==> config.mk <==
export PLATFORM = sky130hd
export DESIGN_NAME = fne_unit
export DESIGN_NICKNAME = d
export VERILOG_FILES = /design/src/fne_pkg.sv /design/src/fne_unit.sv
export SDC_FILE = /design/constraint.sdc
export NUM_CORES = 2
export LEC_CHECK = 0
export BUFFER_PORTS_ARGS = -buffer_cell sky130_fd_sc_hd__buf_2
export CAP_MARGIN = 15
export CORE_MARGIN = 4
export CORE_UTILIZATION = 24
export CTS_BUF_LIST = sky130_fd_sc_hd__clkbuf_8
export DETAILED_ROUTE_END_ITERATION = 6
export GPL_TIMING_DRIVEN = 1
export HOLD_SLACK_MARGIN = 0.03
export SLEW_MARGIN = 10
export SYNTH_ARGS = -nofsm -noshare
export SYNTH_HDL_FRONTEND = slang
export SYNTH_SLANG_ARGS = --single-unit
==> constraint.sdc <==
create_clock -name clk -period 21.3 [get_ports clk]
set_input_delay 0 -clock clk [delete_from_list [all_inputs] [get_ports clk]]
set_output_delay 0 -clock clk [all_outputs]
set_load 0.02 [all_outputs]
==> src/fne_pkg.sv <==
// ----------------------------------------------------------------------------
// fne_pkg: shared types and constants for the FitzHugh-Nagumo cell bank
// Field widths, register indexes, step phase codes and the control word that
// the sequencer hands to the arithmetic unit.
// ----------------------------------------------------------------------------
package fne_pkg;

	localparam int CELL_COUNT_DEF = 1024;
	localparam int FRAC_BITS_DEF  = 24;

	localparam int IDX_W      = 10;   // cell index field
	localparam int IDX_WIDE_W = 17;   // holds any legal cell count
	localparam int VAL_W      = 32;   // Q8.24 membrane / recovery / stimulus
	localparam int DT_W       = 25;   // time_step register
	localparam int STEPS_W    = 11;   // steps_per_call register
	localparam int CFG_IDX_W  = 2;
	localparam int S_DATA_W   = 48;   // 10 + 32, padded to bytes
	localparam int M_DATA_W   = 80;   // 10 + 32 + 32, padded to bytes

	localparam logic [CFG_IDX_W-1:0] REG_TIME_STEP = 2'd0;
	localparam logic [CFG_IDX_W-1:0] REG_STEPS     = 2'd1;

	localparam logic [DT_W-1:0]    DT_RESET    = 25'd167772;
	localparam logic [STEPS_W-1:0] STEPS_RESET = 11'd1;

	// One Euler step is seventeen phases on the shared unit.
	localparam int PH_W = 5;
	localparam logic [PH_W-1:0] PH_OMU    = 5'd0;   // 1 - u
	localparam logic [PH_W-1:0] PH_UMA    = 5'd1;   // u - a
	localparam logic [PH_W-1:0] PH_MUL_UV = 5'd2;
	localparam logic [PH_W-1:0] PH_RND_UV = 5'd3;
	localparam logic [PH_W-1:0] PH_MUL_UO = 5'd4;
	localparam logic [PH_W-1:0] PH_RND_UO = 5'd5;
	localparam logic [PH_W-1:0] PH_MUL_CU = 5'd6;
	localparam logic [PH_W-1:0] PH_RND_IN = 5'd7;
	localparam logic [PH_W-1:0] PH_MUL_K  = 5'd8;
	localparam logic [PH_W-1:0] PH_RND_DU = 5'd9;
	localparam logic [PH_W-1:0] PH_MUL_BU = 5'd10;
	localparam logic [PH_W-1:0] PH_RND_BV = 5'd11;
	localparam logic [PH_W-1:0] PH_MUL_KE = 5'd12;
	localparam logic [PH_W-1:0] PH_RND_DV = 5'd13;
	localparam logic [PH_W-1:0] PH_MUL_DU = 5'd14;
	localparam logic [PH_W-1:0] PH_RND_NU = 5'd15;
	localparam logic [PH_W-1:0] PH_RND_NV = 5'd16;  // v update closes the step
	localparam logic [PH_W-1:0] PH_LAST   = 5'd16;

	typedef struct packed {
		logic            load;    // take u, v from the store, clear the clip flag
		logic            step;    // run one phase
		logic [PH_W-1:0] phase;
	} fne_ctl_t;

endpackage

==> src/fne_unit.sv <==
// ----------------------------------------------------------------------------
// fne_unit: shared multiply / round / saturating add unit
// Holds u, v and the step temporaries. A phase registers a product, adds one
// operand to 1, u or the rounded last product and saturates, or does both.
// ----------------------------------------------------------------------------
module fne_unit
	import fne_pkg::*;
#(
	parameter int FRAC_BITS = FRAC_BITS_DEF
) (
	input  logic                    clk,
	input  fne_ctl_t                ctl,
	input  logic signed [VAL_W-1:0] load_u,
	input  logic signed [VAL_W-1:0] load_v,
	input  logic signed [VAL_W-1:0] stim,
	input  logic [DT_W-1:0]         dt,
	output logic signed [VAL_W-1:0] u,
	output logic signed [VAL_W-1:0] v,
	output logic                    sat
);

	localparam int OPW = VAL_W + 1;     // operand width, holds unsigned dt too
	localparam int PW  = 2 * OPW;       // product width
	localparam int SW  = OPW + 1;       // sum width

	localparam longint ONE_L  = longint'(1) << FRAC_BITS;
	localparam longint A_L    = (ONE_L + 2) / 5;
	localparam longint B_L    = longint'(1) << (FRAC_BITS - 1);
	localparam longint KEPS_L = ((longint'(27) << FRAC_BITS) + 2500) / 5000;

	localparam logic signed [OPW-1:0] C_ONE  = OPW'(ONE_L);
	localparam logic signed [OPW-1:0] C_A    = OPW'(A_L);
	localparam logic signed [OPW-1:0] C_B    = OPW'(B_L);
	localparam logic signed [OPW-1:0] C_KEPS = OPW'(KEPS_L);
	localparam logic signed [OPW-1:0] C_K    = OPW'(36);
	localparam logic signed [PW-1:0]  C_HALF = PW'(B_L);

	localparam logic signed [VAL_W-1:0] V_MAX = 32'sh7FFF_FFFF;
	localparam logic signed [VAL_W-1:0] V_MIN = 32'sh8000_0000;
	localparam logic signed [PW-1:0]    P_MAX = PW'(V_MAX);
	localparam logic signed [PW-1:0]    P_MIN = PW'(V_MIN);

	localparam logic [2:0] DST_NONE = 3'd0;
	localparam logic [2:0] DST_OMU  = 3'd1;
	localparam logic [2:0] DST_UMA  = 3'd2;
	localparam logic [2:0] DST_T1   = 3'd3;
	localparam logic [2:0] DST_T2   = 3'd4;
	localparam logic [2:0] DST_U    = 3'd5;
	localparam logic [2:0] DST_V    = 3'd6;

	logic signed [VAL_W-1:0] u_q, v_q, t1_q, t2_q, omu_q, uma_q;
	logic                    sat_q;
	logic signed [PW-1:0]    prod_q;

	logic signed [OPW-1:0]   op_a, op_b, add_x, add_y, sum_x;
	logic                    raw, add_only, chk_prod, chk_sum;
	logic [2:0]              dst;
	logic signed [PW-1:0]    rsum, rfull, pick;
	logic                    p_hi, p_lo, s_hi, s_lo;
	logic signed [VAL_W-1:0] prod_sat, res;
	logic signed [SW-1:0]    sum_w;

	always_comb begin
		op_a     = '0;
		op_b     = '0;
		add_x    = '0;
		add_y    = '0;
		raw      = 1'b0;
		add_only = 1'b0;
		chk_prod = 1'b0;
		chk_sum  = 1'b0;
		dst      = DST_NONE;
		case (ctl.phase)
			PH_OMU: begin
				add_only = 1'b1;
				add_x    = C_ONE;
				add_y    = -OPW'(u_q);
				chk_sum  = 1'b1;
				dst      = DST_OMU;
			end
			PH_UMA: begin
				add_only = 1'b1;
				add_x    = OPW'(u_q);
				add_y    = -C_A;
				chk_sum  = 1'b1;
				dst      = DST_UMA;
			end
			PH_MUL_UV: begin
				op_a = OPW'(u_q);
				op_b = OPW'(v_q);
			end
			PH_RND_UV: begin
				chk_prod = 1'b1;
				dst      = DST_T2;
			end
			PH_MUL_UO: begin
				op_a = OPW'(u_q);
				op_b = OPW'(omu_q);
			end
			PH_RND_UO: begin
				chk_prod = 1'b1;
				dst      = DST_T1;
			end
			PH_MUL_CU: begin
				op_a = OPW'(t1_q);
				op_b = OPW'(uma_q);
			end
			PH_RND_IN: begin
				// cubic term minus u*v
				chk_prod = 1'b1;
				add_y    = -OPW'(t2_q);
				chk_sum  = 1'b1;
				dst      = DST_T1;
			end
			PH_MUL_K: begin
				op_a = C_K;
				op_b = OPW'(t1_q);
			end
			PH_RND_DU: begin
				// integer gain: no rounding shift
				raw      = 1'b1;
				chk_prod = 1'b1;
				add_y    = OPW'(stim);
				chk_sum  = 1'b1;
				dst      = DST_T1;
			end
			PH_MUL_BU: begin
				op_a = C_B;
				op_b = OPW'(u_q);
			end
			PH_RND_BV: begin
				chk_prod = 1'b1;
				add_y    = -OPW'(v_q);
				chk_sum  = 1'b1;
				dst      = DST_T2;
			end
			PH_MUL_KE: begin
				op_a = C_KEPS;
				op_b = OPW'(t2_q);
			end
			PH_RND_DV: begin
				chk_prod = 1'b1;
				dst      = DST_T2;
			end
			PH_MUL_DU: begin
				op_a = OPW'(dt);
				op_b = OPW'(t1_q);
			end
			PH_RND_NU: begin
				// u update and dt*dv product share this phase
				chk_prod = 1'b1;
				add_y    = OPW'(u_q);
				chk_sum  = 1'b1;
				dst      = DST_U;
				op_a     = OPW'(dt);
				op_b     = OPW'(t2_q);
			end
			PH_RND_NV: begin
				chk_prod = 1'b1;
				add_y    = OPW'(v_q);
				chk_sum  = 1'b1;
				dst      = DST_V;
			end
			default: begin
				dst = DST_NONE;
			end
		endcase
	end

	// round to nearest (floor after adding half), then saturate
	assign rsum  = prod_q + C_HALF;
	assign rfull = rsum >>> FRAC_BITS;
	assign pick  = raw ? prod_q : rfull;
	assign p_hi  = pick > P_MAX;
	assign p_lo  = pick < P_MIN;

	always_comb begin
		if (p_hi) begin
			prod_sat = V_MAX;
		end else if (p_lo) begin
			prod_sat = V_MIN;
		end else begin
			prod_sat = pick[VAL_W-1:0];
		end
	end

	assign sum_x = add_only ? add_x : OPW'(prod_sat);
	assign sum_w = SW'(sum_x) + SW'(add_y);
	assign s_hi  = sum_w > SW'(V_MAX);
	assign s_lo  = sum_w < SW'(V_MIN);

	always_comb begin
		if (s_hi) begin
			res = V_MAX;
		end else if (s_lo) begin
			res = V_MIN;
		end else begin
			res = sum_w[VAL_W-1:0];
		end
	end

	always_ff @(posedge clk) begin
		prod_q <= op_a * op_b;
		if (ctl.load) begin
			u_q   <= load_u;
			v_q   <= load_v;
			sat_q <= 1'b0;
		end else if (ctl.step) begin
			sat_q <= sat_q | (chk_prod & (p_hi | p_lo)) | (chk_sum & (s_hi | s_lo));
			case (dst)
				DST_OMU: omu_q <= res;
				DST_UMA: uma_q <= res;
				DST_T1:  t1_q  <= res;
				DST_T2:  t2_q  <= res;
				DST_U:   u_q   <= res;
				DST_V:   v_q   <= res;
				default: ;
			endcase
		end
	end

	assign u   = u_q;
	assign v   = v_q;
	assign sat = sat_q;

endmodule

# Yosys cells after proc, flatten, opt, wreduce, memory -nomap -nowiden
# Index checks and enable logic that the tools add are counted.
# word_totals
regBits,259
inputBits,129
out_inout_bits,65
word_cells,87
# classes
add_sub_neg,5
mul,1
order_cmp,4
n_eq_ne,22
n_mux,21
n_bitwise,7
reduce_logical,19
# ops
cell,n
one-hot mux 33 bit (6 select lines),2
2-to-1 mux 32 bit,10
one-hot mux 33 bit (7 select lines),1
negation 32 -> 33 bit,3
adder 66 x 25 -> 66 bit (second input constant),1
greater-than comparator 66 x 32 -> 1 bit (second input constant),1
less-than comparator 66 x 32 -> 1 bit (second input constant),1
multiplier 33 x 33 -> 66 bit,1
2-to-1 mux 66 bit,1
one-hot mux 33 bit (2 select lines),1
== test 5 x 4 -> 1 bit (second input constant),8
adder 33 x 33 -> 34 bit,1
greater-than comparator 34 x 32 -> 1 bit (second input constant),1
less-than comparator 34 x 32 -> 1 bit (second input constant),1
2-to-1 mux 33 bit,1
== test 5 x 3 -> 1 bit (second input constant),4
one-hot mux 3 bit (6 select lines),1
AND reduction 3 bit,4
== test 5 x 2 -> 1 bit (second input constant),2
OR reduction 2 bit,5
== test 3 bit (second input constant),3
OR reduction 8 bit,1
OR reduction 7 bit,1
== test 3 x 2 -> 1 bit (second input constant),2
other kinds (11),22

# Longest topological paths before layout
# depth
ltp_word,14
depth_mapped,38

# Least setup slack after synthesis
# Ideal clock, no wire load.
# synth_path
path_type,input to register
startpoint,input port ctl[3] (netlist name)
endpoint,register prod_q[63]
setup_ns,0.120
arrival_time_ns,9.187
required_ns,21.180
setup_slack_ns,11.993
cell_stages,34
path_buffers,5
path_cell_list,clkbuf_1 -> nand2_1 -> nor2_1 -> nand2_1 -> nand2_1 -> buf_2 -> buf_1 -> a222oi_1 -> nand2_1 -> clkbuf_1 -> nand2_1 -> fa_1 -> inv_1 -> fa_1 -> fa_1 -> fa_1 -> inv_1 -> fa_1 -> fa_1 -> fa_1 -> fa_1 -> inv_1 -> ha_1 -> clkbuf_1 -> nand4_1 -> nor4_1 -> nand4_1 -> nor3_1 -> a21oi_1 -> a21oi_1 -> a41o_1 -> o211a_1 -> nor3_1 -> a211o_1
# synth_via
elab_chain_cells,4
elab_cells_between_ends,15
# synth_rtl
element,line,rtl
start: declaration,fne_unit.sv:12,"input fne_ctl_t ctl,"
"== test 5 x 4 -> 1 bit, or another cell as far along",fne_unit.sv:73,case (ctl.phase)
OR reduction 2 bit (no source line),-,
one-hot mux 33 bit (6 select lines),fne_unit.sv:73,
multiplier 33 x 33 -> 66 bit (*),fne_unit.sv:203,prod_q <= op_a * op_b;
end signal: assignment,fne_unit.sv:203,
end: declaration,fne_unit.sv:53,logic signed [PW-1:0] prod_q;
# Mark *: on every way between the ends. The rest lies on a longest branch, timed or not.
# A chain may end at the register's enable or synchronous reset.

# Worst setup path in the final report
# layout_path
startpoint,input port ctl[2] (netlist name)
endpoint,register prod_q[63]
# The elaborated chain is that of the path after synthesis.

==> Implementation_results.wiki <==
{| class="wikitable"
! Metric !! Value
|-
| Library cell used as clock root buffer || sky130_fd_sc_hd__clkbuf_8
|-
| Number of cells on the worst hold path || 6
|-
| Endpoint of the lowest-slack register-to-register path || prod_q[63]
|-
| Clock slew seen by the registers of the worst setup and hold paths || 0.06 ns
|-
| Most frequent cell on the critical path || sky130_fd_sc_hd__fa_1
|-
| Unique cell type count in the Yosys netlist || 83
|-
| Tot Pwr || 3.586 mW
|-
| Global-route usage over all layers || 17.57%
|-
| Synthesis Warnings || 0
|-
| Cell types with the largest area share after synthesis || sky130_fd_sc_hd__fa_1, sky130_fd_sc_hd__edfxtp_1, sky130_fd_sc_hd__inv_1
|-
| IR drop worst, VDD || 64.29 µV
|-
| CP endpoint kind || flip-flop
|-
| Post-layout nets || 7497
|-
| CP max FO || 32
|-
| Total Neg Setup Slack || 0 ns
|-
| Wire length per cell || 22.61 µm
|-
| IO Count || 194
|-
| Synth Area per Inst || 9.025 µm²
|-
| Start point of the critical path || ctl[2]
|-
| Die ar. || 229200 µm²
|-
| Core area || 220200 µm²
|-
| Final-report setup violation count || 0
|-
| Cell family with most CP delay || adder cells
|-
| Final core utilization || 26.90%
|-
| Sequential share of the synthesized area || 13.36%
|-
| Most area-hungry cell type in the Yosys netlist || sky130_fd_sc_hd__fa_1
|-
| Cell area power density || 60.56 nW/µm²
|-
| Post-synthesis net count || 7399
|-
| Hold Path End || sat
|-
| Most used standard cell by instance count after synthesis || sky130_fd_sc_hd__inv_1
|-
| Total overflow reported by the global router || 0
|-
| Global-route wire length before repair || 306.3 mm
|-
| Share of the clock period used by the worst path after layout || 53.61%
|-
| Number of storage elements in the synthesis netlist || 259
|-
| Worst R2R Start || u[12]
|-
| Vias in the first global route || 47010
|-
| Share of total power consumed by net switching || 52.30%
|-
| Via density per instance || 4.961
|-
| Number of synthesized flops with an enable pin || 192
|-
| Number of instances in the synthesized netlist || 5893
|-
| Setup slack, reg-to-reg || 10.55 ns
|-
| Net Sw Power || 1.876 mW
|-
| Count of routing violations after the opening detailed-route iteration || 4759
|-
| Number of sinks handled by clock tree synthesis || 259
|-
| Final number of hold-violating endpoints || 0
|-
| Clock H-tree levels || 2
|-
| Worst-case headroom to the max-slew limit || 12.83%
|-
| Combinational cell fraction of total power || 56.9%
|-
| Antenna violations before repair || 5
|-
| Netlist area before placement || 53190 µm²
|-
| Share of total power in sequential cells || 29.9%
|-
| Internal power contribution || 1.711 mW
|-
| Achievable clock frequency || 87.58 MHz
|-
| TritonCTS clock tree || done
|-
| Violations in the final reports || DRC
|-
| Fraction of synthesis flops using an asynchronous set or reset pin || 0%
|-
| Tightest hold margin || 0.1212 ns
|-
| Final max-slew violation count || 0
|-
| Number of buffer and inverter stages on the critical path || 8
|-
| Placement-stage cell area || 57610 µm²
|-
| Port-buffer cells || 193
|-
| Initial Util || 24.16%
|-
| Vias after detailed routing || 44590
|-
| Slew @ Worst Pin || 1.308 ns
|-
| Critical-path top delay cell || sky130_fd_sc_hd__nor4_1
|-
| Lkg Pwr || 25.12 nW
|-
| Total wire length after detailed routing || 203.2 mm
|-
| Type of the most critical hold path || input port to flip-flop
|-
| Height of the die || 478.8 µm
|-
| Number of core rows || 172
|-
| Main flop type after synthesis || sky130_fd_sc_hd__edfxtp_1
|-
| Number of buffers added by the clock tree synthesis step || 45
|-
| Worst path arrival time || 11.91 ns
|-
| Weighted congestion at the end of routability-driven global placement || 0.9538
|-
| Data required time of the critical path || 21.79 ns
|-
| Finished layout cell area || 59220 µm²
|-
| Reported max-cap violation count || 0
|-
| Final period demand of the worst path || 11.42 ns
|-
| Largest incremental delay on the critical path || 0.79 ns
|-
| Reg2reg path depth || 26
|-
| Worst-skew pair later-pin latency || 0.65 ns
|-
| Most used standard cells in the synthesized netlist || sky130_fd_sc_hd__inv_1, sky130_fd_sc_hd__fa_1, sky130_fd_sc_hd__nand2_1
|-
| Fraction of final layout cells with drive strength greater than 1 || 7.285%
|-
| Detailed-routing iteration count for the pre-antenna-repair pass || 7
|-
| Die boundary width || 478.8 µm
|-
| Critical path launch point type || input port
|-
| DRC violation count after routing || 25
|-
| Clk_skew || 0.07029 ns
|-
| Maximum number of pins on one net before global-route repair || 86
|-
| Unrepaired setup endpoints after global routing || no
|-
| Clock network fraction of design power || 13.2%
|-
| Proportion of netlist area held by the largest area contributor || 42.31%
|-
| Post-detail-place hpwl || 160.5 mm
|-
| Hold Crit Start || ctl[3]
|-
| Status || finished, violations left
|-
| Area growth from synthesis to layout || 11.35%
|-
| Largest buffer count on any clock path || 3
|-
| Number of nets still failing antenna checks after routing || 0
|-
| Number of setup buffers added after CTS || 0
|-
| Kind of critical path || input port to flip-flop
|}
worst register-to-register path: cells and delay by family (launching register included):
| kind | cells | cell delay [ns] |
|---|---|---|
| buffers and inverters | 4 | 1.19 |
| AND/OR/NAND/NOR | 7 | 1.95 |
| AO/OA/AOI/OAI | 6 | 2.47 |
| adder cells (fa/ha/maj) | 9 | 4.45 |
| flip-flops | 1 | 0.58 |
cell families after synthesis:
family	after synthesis	synth area share, %
muxes	14	0.2800
buffers and inverters	1489	10.55
AOI/OAI and AO/OA	754	9.723
DFF	259	13.36
adders and majority gates	1377	48.26
xor gates and xnor gates	194	3.195
and+or+nand+nor	1806	14.63
sequential cells by signal (all words and copies together) (netlist names):
| signal | flops |
|---|---|
| t2_q | 32 |
| t1_q | 32 |
| uma_q | 32 |
| prod_q | 66 |
| v | 32 |
| u | 32 |
| omu_q | 32 |
| sat | 1 |
layout by cell type (no fill, tap or decap), types with 53 or more instances in the layout:
master	netlist	layout
sky130_fd_sc_hd__xor2_1	84	84
sky130_fd_sc_hd__a21oi_1	191	191
sky130_fd_sc_hd__a22oi_1	68	68
sky130_fd_sc_hd__buf_4	0	121
sky130_fd_sc_hd__nand4_1	53	53
sky130_fd_sc_hd__a222oi_1	65	65
sky130_fd_sc_hd__edfxtp_1	192	192
sky130_fd_sc_hd__nor2_1	261	257
sky130_fd_sc_hd__dlygate4sd3_1	0	65
sky130_fd_sc_hd__o21ai_0	141	140
sky130_fd_sc_hd__nand2_1	1124	1113
sky130_fd_sc_hd__dfxtp_1	67	67
sky130_fd_sc_hd__buf_2	16	195
sky130_fd_sc_hd__nand3_1	59	59
sky130_fd_sc_hd__nor3_1	87	82
sky130_fd_sc_hd__inv_1	1157	1175
sky130_fd_sc_hd__xnor2_1	110	110
sky130_fd_sc_hd__ha_1	253	253
sky130_fd_sc_hd__fa_1	1124	1124
per-stage QoR:
step,instances,setup slack (ns)
CTS,8981,10.22
global placement,8831,9.833
detailed placement,8834,9.591
finish,8988,9.882
floorplan,5893,11.99
global route,8985,9.474
power by group through the flow:
stage / Clock [mW] / Combinational (mW) / Sequential, mW
2_1_floorplan: 0 / 1.26 / 0.953
3_3_place_gp: 0 / 1.98 / 1.07
3_5_place_dp: 0 / 1.99 / 1.06
4_1_cts: 0.477 / 2.02 / 1.06
5_1_grt: 0.503 / 2.20 / 1.07
6_report: 0.474 / 2.04 / 1.07
final cells by class:
cell class	count	area [µm²]
Antenna cell	4	10.01
Clock buffer	52	715.7
Clock inverter	30	185.2
Fill cell	23540	160900
Inverter	1157	4343
Multi-Input combinational cell	4145	40580
Sequential cell	259	7107
Tap cell	2958	3701
Timing Repair Buffer	383	2582
metal layers:
metal	share of wire, %	wire [µm]	vias up	GRT usage [%]
met1	39	78730	23010	22.83
li1	-	-	18680	-
met3	9.6	19460	481	3.351
met5	0.0064	13	-	0
met2	46	93150	2419	28.20
met4	5.8	11890	2	8.261
repair_timing:
| item | CTS | global route |
|---|---|---|
| hold endpoints to repair | 65 | 0 |
| resized for setup | 0 | 0 |
| hold buffers | 65 | 0 |
worst max path at each step:
stage                            end  cells after the start
after detailed placement  prod_q[63]                     34
after global placement    prod_q[63]                     34
final                     prod_q[63]                     34
after global routing      prod_q[63]                     34
after floorplan           prod_q[63]                     34
after CTS                 prod_q[63]                     34
Power figures use the tool's default switching activity.
